`src/hw/rtl/lfu_pkg.sv`:
```
`timescale 1ns / 1ps
`default_nettype none
// ----------------------------------------------------------------------------
// LFU cache table package
// Sizes, beat types, the entry record and controller codes shared by the
// LFU cache table modules.
// ----------------------------------------------------------------------------
package lfu_pkg;

  // Table geometry.
  localparam int CAPACITY    = 16;
  localparam int COUNT_WIDTH = 16;
  localparam int KEY_W       = 32;
  localparam int VAL_W       = 32;
  localparam int CFG_W       = 5;

  // Slot index, and counters that must also hold CAPACITY itself.
  localparam int IDX_W = (CAPACITY > 1) ? $clog2(CAPACITY) : 1;
  localparam int CNT_W = $clog2(CAPACITY + 1);
  // Width used to compare occupancy against the effective capacity.
  localparam int EC_W  = (CNT_W > CFG_W) ? CNT_W : CFG_W;

  localparam logic [CFG_W-1:0] CFG_RESET = CFG_W'(16);

  // Input beat.
  typedef struct packed {
    logic              mode;
    logic signed [KEY_W-1:0] lookup_key;
    logic signed [VAL_W-1:0] write_value;
  } lfu_in_t;

  // Result beat.
  typedef struct packed {
    logic              found;
    logic signed [VAL_W-1:0] read_value;
    logic              evicted;
  } lfu_out_t;

  // One stored entry. Rank 0 is the most recently touched entry.
  typedef struct packed {
    logic [KEY_W-1:0]       key;
    logic [VAL_W-1:0]       value;
    logic [COUNT_WIDTH-1:0] count;
    logic [IDX_W-1:0]       rank;
  } lfu_entry_t;

  // Request from the controller to the entry memory.
  typedef struct packed {
    logic             re;
    logic [IDX_W-1:0] raddr;
    logic             we;
    logic [IDX_W-1:0] waddr;
    lfu_entry_t       wdata;
  } lfu_ram_req_t;

  // Operation codes.
  localparam logic MODE_GET = 1'b0;
  localparam logic MODE_PUT = 1'b1;

  // Controller states.
  typedef enum logic [2:0] {
    ST_IDLE,
    ST_SCAN,
    ST_DECIDE,
    ST_UPDATE,
    ST_DONE
  } lfu_state_t;

endpackage
`default_nettype wire

```
`src/hw/rtl/lfu_entry_ram.sv`:
```
`timescale 1ns / 1ps
`default_nettype none
// ----------------------------------------------------------------------------
// LFU entry memory
// One write port and one read port with registered read data; holds key,
// value, use count and recency rank of every slot.
// ----------------------------------------------------------------------------
module lfu_entry_ram (
  input  wire logic                 clk,
  input  wire lfu_pkg::lfu_ram_req_t req,
  output      lfu_pkg::lfu_entry_t   rd_data
);
  import lfu_pkg::*;

  lfu_entry_t mem [CAPACITY];
  lfu_entry_t rdata_r;

  // Write port.
  always_ff @(posedge clk) begin
    if (req.we) begin
      mem[req.waddr] <= req.wdata;
    end
  end

  // Read port with registered read data.
  always_ff @(posedge clk) begin
    if (req.re) begin
      rdata_r <= mem[req.raddr];
    end
  end

  assign rd_data = rdata_r;

endmodule
`default_nettype wire

```
`src/hw/rtl/lfu_ctrl.sv`:
```
`timescale 1ns / 1ps
`default_nettype none
// ----------------------------------------------------------------------------
// LFU cache table controller
// Walks the entry memory once to find the hit and the eviction victim, then,
// unless a get misses, again to rewrite recency ranks and the target slot.
// ----------------------------------------------------------------------------
module lfu_ctrl (
  input  wire logic                        clk,
  input  wire logic                        rst_n,
  input  wire logic                        start,
  output      logic                        busy,
  input  wire lfu_pkg::lfu_in_t            in_data,
  output      logic                        out_valid,
  output      lfu_pkg::lfu_out_t           out_data,
  input  wire logic [lfu_pkg::EC_W-1:0]    eff_cap,
  output      lfu_pkg::lfu_ram_req_t       ram_req,
  input  wire lfu_pkg::lfu_entry_t         ram_rdata
);
  import lfu_pkg::*;

  // Control state.
  lfu_state_t           state_r, state_nxt;
  logic [CNT_W-1:0]     ctr_r, ctr_nxt;
  logic                 rv_r, rv_nxt;
  logic [CAPACITY-1:0]  valid_r, valid_nxt;
  logic [CNT_W-1:0]     held_r, held_nxt;

  // Operation payload and scan results.
  lfu_in_t              op_r, op_nxt;
  logic [IDX_W-1:0]     idx_d_r, idx_d_nxt;
  logic                 hit_r, hit_nxt;
  logic [IDX_W-1:0]     hit_idx_r, hit_idx_nxt;
  logic [IDX_W-1:0]     hit_rank_r, hit_rank_nxt;
  logic [VAL_W-1:0]     hit_val_r, hit_val_nxt;
  logic                 vic_have_r, vic_have_nxt;
  logic [IDX_W-1:0]     vic_idx_r, vic_idx_nxt;
  logic [COUNT_WIDTH-1:0] vic_cnt_r, vic_cnt_nxt;
  logic [IDX_W-1:0]     vic_rank_r, vic_rank_nxt;
  logic [IDX_W-1:0]     tgt_r, tgt_nxt;
  logic [CNT_W-1:0]     thr_r, thr_nxt;
  logic                 ins_r, ins_nxt;
  logic                 found_r, found_nxt;
  logic [VAL_W-1:0]     rd_r, rd_nxt;
  logic                 ev_r, ev_nxt;

  logic                 rd_issue;
  logic                 cur_valid;
  logic [IDX_W-1:0]     free_idx;
  lfu_entry_t           wr_entry;

  // Lowest-numbered free slot.
  always_comb begin
    free_idx = '0;
    for (int i = CAPACITY - 1; i >= 0; i--) begin
      if (!valid_r[i]) begin
        free_idx = IDX_W'(i);
      end
    end
  end

  assign cur_valid = valid_r[idx_d_r];

  // Next state, memory requests and scan bookkeeping.
  always_comb begin
    state_nxt    = state_r;
    ctr_nxt      = ctr_r;
    valid_nxt    = valid_r;
    held_nxt     = held_r;
    op_nxt       = op_r;
    hit_nxt      = hit_r;
    hit_idx_nxt  = hit_idx_r;
    hit_rank_nxt = hit_rank_r;
    hit_val_nxt  = hit_val_r;
    vic_have_nxt = vic_have_r;
    vic_idx_nxt  = vic_idx_r;
    vic_cnt_nxt  = vic_cnt_r;
    vic_rank_nxt = vic_rank_r;
    tgt_nxt      = tgt_r;
    thr_nxt      = thr_r;
    ins_nxt      = ins_r;
    found_nxt    = found_r;
    rd_nxt       = rd_r;
    ev_nxt       = ev_r;
    out_valid    = 1'b0;
    wr_entry     = ram_rdata;

    // Both passes walk the slots in order, one read issued per cycle.
    rd_issue = ((state_r == ST_SCAN) || (state_r == ST_UPDATE)) &&
               (ctr_r < CNT_W'(CAPACITY));
    ram_req       = '0;
    ram_req.re    = rd_issue;
    ram_req.raddr = ctr_r[IDX_W-1:0];
    rv_nxt        = rd_issue;
    idx_d_nxt     = ctr_r[IDX_W-1:0];
    if (rd_issue) begin
      ctr_nxt = ctr_r + CNT_W'(1);
    end

    unique case (state_r)
      ST_IDLE: begin
        if (start) begin
          op_nxt       = in_data;
          ctr_nxt      = '0;
          hit_nxt      = 1'b0;
          vic_have_nxt = 1'b0;
          state_nxt    = ST_SCAN;
        end
      end

      ST_SCAN: begin
        if (rv_r && cur_valid) begin
          // First valid slot holding the key is the hit.
          if (!hit_r && (ram_rdata.key == op_r.lookup_key)) begin
            hit_nxt      = 1'b1;
            hit_idx_nxt  = idx_d_r;
            hit_rank_nxt = ram_rdata.rank;
            hit_val_nxt  = ram_rdata.value;
          end
          // Victim: lowest count, ties go to the oldest entry.
          if (!vic_have_r || (ram_rdata.count < vic_cnt_r) ||
              ((ram_rdata.count == vic_cnt_r) && (ram_rdata.rank > vic_rank_r))) begin
            vic_have_nxt = 1'b1;
            vic_idx_nxt  = idx_d_r;
            vic_cnt_nxt  = ram_rdata.count;
            vic_rank_nxt = ram_rdata.rank;
          end
        end
        if (ctr_r == CNT_W'(CAPACITY)) begin
          state_nxt = ST_DECIDE;
        end
      end

      ST_DECIDE: begin
        ctr_nxt   = '0;
        found_nxt = hit_r;
        rd_nxt    = (hit_r && (op_r.mode == MODE_GET)) ? hit_val_r : '1;
        ev_nxt    = 1'b0;
        if (hit_r) begin
          // Touch: younger entries age by one.
          tgt_nxt   = hit_idx_r;
          thr_nxt   = CNT_W'(hit_rank_r);
          ins_nxt   = 1'b0;
          state_nxt = ST_UPDATE;
        end else if (op_r.mode == MODE_PUT) begin
          ins_nxt   = 1'b1;
          state_nxt = ST_UPDATE;
          if (EC_W'(held_r) >= eff_cap) begin
            // Replace the victim; entries younger than it age by one.
            tgt_nxt = vic_idx_r;
            thr_nxt = CNT_W'(vic_rank_r);
            ev_nxt  = 1'b1;
          end else begin
            // Fill a free slot; every valid entry ages by one.
            tgt_nxt             = free_idx;
            thr_nxt             = CNT_W'(CAPACITY);
            valid_nxt[free_idx] = 1'b1;
            held_nxt            = held_r + CNT_W'(1);
          end
        end else begin
          state_nxt = ST_DONE;
        end
      end

      ST_UPDATE: begin
        if (rv_r) begin
          if (idx_d_r == tgt_r) begin
            wr_entry.rank = '0;
            if (ins_r) begin
              wr_entry.key   = op_r.lookup_key;
              wr_entry.value = op_r.write_value;
              wr_entry.count = COUNT_WIDTH'(1);
            end else begin
              if (op_r.mode == MODE_PUT) begin
                wr_entry.value = op_r.write_value;
              end
              if (ram_rdata.count != '1) begin
                wr_entry.count = ram_rdata.count + COUNT_WIDTH'(1);
              end
            end
          end else if (cur_valid && (CNT_W'(ram_rdata.rank) < thr_r)) begin
            wr_entry.rank = ram_rdata.rank + IDX_W'(1);
          end
          ram_req.we    = 1'b1;
          ram_req.waddr = idx_d_r;
          ram_req.wdata = wr_entry;
        end
        if (ctr_r == CNT_W'(CAPACITY)) begin
          state_nxt = ST_DONE;
        end
      end

      ST_DONE: begin
        out_valid = 1'b1;
        state_nxt = ST_IDLE;
      end

      default: begin
        state_nxt = ST_IDLE;
      end
    endcase
  end

  // Control registers.
  always_ff @(posedge clk) begin
    if (!rst_n) begin
      state_r <= ST_IDLE;
      ctr_r   <= '0;
      rv_r    <= 1'b0;
      valid_r <= '0;
      held_r  <= '0;
    end else begin
      state_r <= state_nxt;
      ctr_r   <= ctr_nxt;
      rv_r    <= rv_nxt;
      valid_r <= valid_nxt;
      held_r  <= held_nxt;
    end
  end

  // Payload registers.
  always_ff @(posedge clk) begin
    op_r       <= op_nxt;
    idx_d_r    <= idx_d_nxt;
    hit_r      <= hit_nxt;
    hit_idx_r  <= hit_idx_nxt;
    hit_rank_r <= hit_rank_nxt;
    hit_val_r  <= hit_val_nxt;
    vic_have_r <= vic_have_nxt;
    vic_idx_r  <= vic_idx_nxt;
    vic_cnt_r  <= vic_cnt_nxt;
    vic_rank_r <= vic_rank_nxt;
    tgt_r      <= tgt_nxt;
    thr_r      <= thr_nxt;
    ins_r      <= ins_nxt;
    found_r    <= found_nxt;
    rd_r       <= rd_nxt;
    ev_r       <= ev_nxt;
  end

  assign busy                = (state_r != ST_IDLE);
  assign out_data.found      = found_r;
  assign out_data.read_value = rd_r;
  assign out_data.evicted    = ev_r;

endmodule
`default_nettype wire

```
`src/hw/rtl/lfu_cache_table_top.sv`:
```
`timescale 1ns / 1ps
`default_nettype none
// ----------------------------------------------------------------------------
// LFU cache table
// Key-value table with least-frequently-used replacement and oldest-first
// tie break, held in one synchronous entry memory.
// ----------------------------------------------------------------------------
// Usage:
//   Input: drive in_data and raise start; the beat is taken at a rising edge
//   with start high and busy low. mode 0 is a get, mode 1 a put.
//   Result: out_valid is high for one cycle with out_data; it must be taken
//   in that cycle, since the table cannot be held off.
//   Configuration: cfg_data is written when cfg_valid and cfg_ready are both
//   high (cfg_ready is always high); write it only while busy is low.
//   A value of 0 acts as 1 and a value above the table size acts as the size.
// Sequence:
//   Each operation walks the memory through its single read port: one pass
//   to find the hit and the victim, a decision state, then for every
//   operation except a get miss a second read-modify-write pass, and a
//   done state that raises the strobe. No new beat is taken before busy falls.
// Reset: synchronous rst_n clears all valid bits, the occupancy and the
//   controller; the capacity register returns to 16.
// ----------------------------------------------------------------------------
module lfu_cache_table_top (
  input  wire logic                        clk,
  input  wire logic                        rst_n,
  input  wire logic                        start,
  output      logic                        busy,
  input  wire lfu_pkg::lfu_in_t            in_data,
  output      logic                        out_valid,
  output      lfu_pkg::lfu_out_t           out_data,
  input  wire logic                        cfg_valid,
  output      logic                        cfg_ready,
  input  wire logic [lfu_pkg::CFG_W-1:0]   cfg_data
);
  import lfu_pkg::*;

  logic [CFG_W-1:0] cfg_r;
  logic [EC_W-1:0]  cap_ext;
  logic [EC_W-1:0]  eff_cap;
  lfu_ram_req_t     ram_req;
  lfu_entry_t       ram_rdata;

  // Capacity register.
  assign cfg_ready = 1'b1;

  always_ff @(posedge clk) begin
    if (!rst_n) begin
      cfg_r <= CFG_RESET;
    end else if (cfg_valid && cfg_ready) begin
      cfg_r <= cfg_data;
    end
  end

  // Clamp the programmed capacity to the range 1 to CAPACITY.
  assign cap_ext = EC_W'(cfg_r);
  always_comb begin
    if (cfg_r == '0) begin
      eff_cap = EC_W'(1);
    end else if (cap_ext > EC_W'(CAPACITY)) begin
      eff_cap = EC_W'(CAPACITY);
    end else begin
      eff_cap = cap_ext;
    end
  end

  lfu_ctrl u_ctrl (
    .clk       (clk),
    .rst_n     (rst_n),
    .start     (start),
    .busy      (busy),
    .in_data   (in_data),
    .out_valid (out_valid),
    .out_data  (out_data),
    .eff_cap   (eff_cap),
    .ram_req   (ram_req),
    .ram_rdata (ram_rdata)
  );

  lfu_entry_ram u_ram (
    .clk     (clk),
    .req     (ram_req),
    .rd_data (ram_rdata)
  );

  // The result strobe lasts exactly one cycle.
  a_strobe_single: assert property (@(posedge clk) disable iff (!rst_n)
    out_valid |=> !out_valid)
    else $error("result strobe held longer than one cycle");

  // An accepted beat makes the block busy on the next cycle.
  a_accept_busy: assert property (@(posedge clk) disable iff (!rst_n)
    (start && !busy) |=> busy)
    else $error("block not busy after accepting a beat");

  // The result is delivered while the operation still holds the block.
  a_result_busy: assert property (@(posedge clk) disable iff (!rst_n)
    out_valid |-> busy)
    else $error("result delivered while idle");

  // The read-modify-write pass never reads the slot it is writing.
  a_no_rw_clash: assert property (@(posedge clk) disable iff (!rst_n)
    (ram_req.we && ram_req.re) |-> (ram_req.waddr != ram_req.raddr))
    else $error("entry memory read and write to the same slot");

endmodule
`default_nettype wire

```
`config.mk`:
```
export PLATFORM = sky130hd
export DESIGN_NAME = lfu_cache_table_top
export DESIGN_NICKNAME = d
export VERILOG_FILES = /design/src/hw/rtl/lfu_pkg.sv /design/src/hw/rtl/lfu_entry_ram.sv /design/src/hw/rtl/lfu_ctrl.sv /design/src/hw/rtl/lfu_cache_table_top.sv
export SDC_FILE = /design/constraint.sdc
export NUM_CORES = 2
export LEC_CHECK = 0
export BUFFER_PORTS_ARGS = -buffer_cell sky130_fd_sc_hd__clkbuf_2
export CORE_MARGIN = 1.5
export CORE_UTILIZATION = 30
export DETAILED_ROUTE_END_ITERATION = 10
export HOLD_SLACK_MARGIN = 0.15
export PLACE_DENSITY_LB_ADDON = 0.12
export SLEW_MARGIN = 20
export SYNTH_ARGS = -nofsm -noshare
export SYNTH_HDL_FRONTEND = slang
export SYNTH_SLANG_ARGS = --single-unit
```
`constraint.sdc`:
```
create_clock -name clk -period 14.18 [get_ports clk]
set_input_delay 4.254 -clock clk [delete_from_list [all_inputs] [get_ports clk]]
set_output_delay 4.254 -clock clk [all_outputs]
set_load 0.005 [all_outputs]
```
==> impl_metrics.yaml <==
run_status:
  status: "complete, no violations"
detailed_routing:
  dr.first_iter.drc_count: 2241
  detail_route.drc_violations: 0
  routedWlPerCell_um: 27.52
  postRouteWirelength_um: 165500
  count_of_tritonroute_iterations_in_the_first_routing_pass: 5
  met3_wirelength_um: 7377
  m1WireLength_um: 73270
  via_count: 29317
  antenna_violating_nets_post_route: 0
  topRoutingLayerUsed: "met5"
  avgViaCountPerCell: 4.875
  met2_wirelength_um: 81820
setup_path:
  crit-reg2reg-launch: "u_ctrl.state_r[0]$_SDFFE_PN0P_"
  cp_cell_sequence: "or3_1 > clkbuf_2"
  crit_slowest_cell: "dfxtp_1"
  crit_path_max_fo: 11
  critPathLaunchType: "flip-flop"
  ff2ff_path_depth: 6
  critPathRequiredTime_ns: 9.93
  timing.critical_path.arrival_ns: 1.81
  startpoint: "u_ctrl.state_r[1]$_SDFFE_PN0P_"
  criticalPathCategory: "flip-flop to output port"
  critPathMaxStageDelay_ns: 0.42
  critPathCaptureType: "output port"
global_route:
  grt_start_max_net_pins: 99
  grt_overflow_total: 0
  grt_pass1_wl_um: 233800
  grt_pass1_vias: 31159
  grt_antenna_before_repair: 5
  grt_use_total_pct: 15.60
clock_network:
  clk_pin_slew_ns: 0.06
  post_cts_resize_count: 0
  cts.htree.levels: 4
  clock_root_buffer: "clkbuf_16"
  clockBufferDepth: 3
  cts-buffers-inserted: 179
  cts.sink_count: 1642
  cts_setup_buffers: 0
  cts_hold_repair.buffers: 0
  clock_insertion_delay_worst_skew_ns: 0.81
  tritoncts: "done"
sta:
  max-slew-margin-rel_pct: 25.54
  setup_slack_ns: 8.119
  slew_at_the_pin_with_the_worst_max_slew_slack_ns: 1.117
  final_max_slew_viol_count: 0
  final.min_clock_period_ns: 6.061
  worst_hold_slack_ns: 0.4500
  tns_ns: 0
  achievable-frequency_ghz: 0.1650
  setup_repair_after_global_routing_missed_its_margin: "no"
  finalSetupViolations: 0
  final_hold_viol_count: 0
  skew_ns: 0.04058
  timing.final.crit_share_pct: 42.74
place:
  gp_routability_congestion: 0.7255
  io_buffers: 109
  dpl.hpwl_um: 80500
  place_worst_setup_slack_ns: 7.878
die:
  row_count: 167
  initial_utilization_pct: 30.29
  design.portCount: 111
  core_area_um2: 207700
  die-width_um: 460.9
  floorplan.die_area_um2: 212400
  floorplan.die.height_um: 460.9
final_layout:
  layout.cells.most_common_list: "1603 x edfxtp_1, 425 x mux4_2, 184 x nand2_1, 184 x clkbuf_16, 109 x clkbuf_2"
  finalNetCount: 3188
  mostFrequentLayoutCell: "edfxtp_1"
  count_of_fill_cells_added_during_filler_insertion: 19259
  layout-area-overhead-vs-synth_pct: 15.62
  share_of_cells_above_drive_strength_1_pct: 28.06
hold_path:
  hp-class: "flip-flop to flip-flop"
  min-delay-start: "u_ram.rd_data[27]$_DFFE_PP_"
  hold_path_depth: 0
power:
  power_per_cell_area_nw_per_um2: 147.5
  power.ir.vdd_worst_mv: 0.1173
  power.leakage_uw: 0.01899
synth:
  synth.top_cells.by_area: "edfxtp_1 77%, mux4_2 15%, dfxtp_1 1.2%"
  netlist.top_cell.by_area: "edfxtp_1"
  synth-seq-cells: 1642
  synth.avg_cell_area_um2: 21.92
  synth_top_area_share_pct: 76.52
  yosys.cell_types.count: 63
  synth_ff_type: "edfxtp_1"
  synthArstFlopShare_pct: 0
  synth.net_count: 2977
  ys.warnings.count: 0
  synth_enable_flop_cells: 1603
  ys_seq_area_share_pct: 77.76
  synth_cells: 2870
  post_synth_instance_area_um2: 62910
run:
  drv_cap: 0
-- metrics by stage --
stage | instances | total power (uW) | instance area, um2 | utilization (%)
floorplan | 2870 | 6105 | 62910 | -
global placement | 5688 | 6404 | 67070 | 32.29
detailed placement | 5688 | 6410 | 67070 | 32.29
CTS | 6010 | 10880 | 72590 | 34.95
global route | 6010 | 11120 | 72720 | 35.01
finish | 6014 | 10730 | 72730 | 35.02
-- cell families (layout without fill, tap and decap cells) --
| group | count (synthesis) | in the layout | share of synthesized area [%] |
|---|---|---|---|
| DFF | 1642 | 1642 | 77.76 |
| buffers and inverters | 177 | 529 | 1.203 |
| other | 1 | 5 | 0.005961 |
| and+or+nand+nor | 377 | 377 | 2.830 |
| xor gates and xnor gates | 52 | 52 | 0.7240 |
| AOI/OAI and AO/OA | 152 | 152 | 1.430 |
| adders and majority gates | 33 | 33 | 0.6564 |
| muxes | 436 | 436 | 15.39 |
-- Yosys cell counts, types with 8 or more instances --
library cell  instances
nor2_1               54
mux2i_1              11
nand3_1              16
inv_1                34
buf_2                47
nand2_1             185
nand4_1              14
ha_1                 33
nor2b_1              12
a211oi_1              9
clkbuf_1             79
o21ai_0              21
and2_1                8
a21oi_1              80
xor2_1               40
nor3_1               12
buf_1                 9
or3_1                35
dfxtp_1              39
edfxtp_1           1603
mux4_2              425
nor4_1                8
xnor2_1              12
-- sequential cells by signal, indices dropped and copies added (netlist names), 5 cells and up --
signal	cells
u_ctrl.held_r	5
u_ram.rd_data	84
u_ctrl.valid_r	16
u_ctrl.vic_cnt_r	16
cap_ext	5
u_ctrl.op_r	65
u_ctrl.rd_r	32
u_ctrl.ctr_r	5
u_ctrl.thr_r	5
u_ram.mem	1344
u_ctrl.hit_val_r	32
-- worst max-delay path: cells and delay by family (launching register included) --
family,cells,cell delay [ns]
and+or+nand+nor,1,0.42
DFF,1,0.42
buffers and inverters,1,0.16
-- metal layers --
metal,vias to the layer above,GRT usage (%)
li1,12370,-
met2,663,25.89
met1,16068,21.31
met4,2,3.559
met3,214,2.783
met5,-,0
-- path summary, 6_finish.rpt --
check / end / slack, ns
setup / recovery: busy / 8.12
hold / removal: u_ctrl.hit_val_r[7]$_DFFE_PP_ / 0.45
setup reg to reg: u_ram.mem[4][39]$_DFFE_PP_ / 9.12
hold reg to reg: u_ctrl.hit_val_r[7]$_DFFE_PP_ / 0.45
-- power breakdown --
| group | leakage [uW] | switching, uW | internal (uW) |
|---|---|---|---|
| logic | 0.00380 | 457 | 294 |
| registers | 0.0125 | 113 | 5420 |
| clock network | 0.00269 | 1900 | 2540 |
| total | 0.0190 | 2470 | 8260 |
-- cell type report --
type,count,area (um2),share of cell area [%]
sequential,1642,48930,67.27
multi-input combinational,1051,13540,18.61
clock buffer,237,4813,6.618
tap,2788,3488,4.796
timing repair buffer,171,1111,1.528
clock inverter,85,706.9,0.9719
inverter,36,137.6,0.1892
antenna,4,10.01,0.01376
No activity file was read; power rests on OpenSTA's default activity.
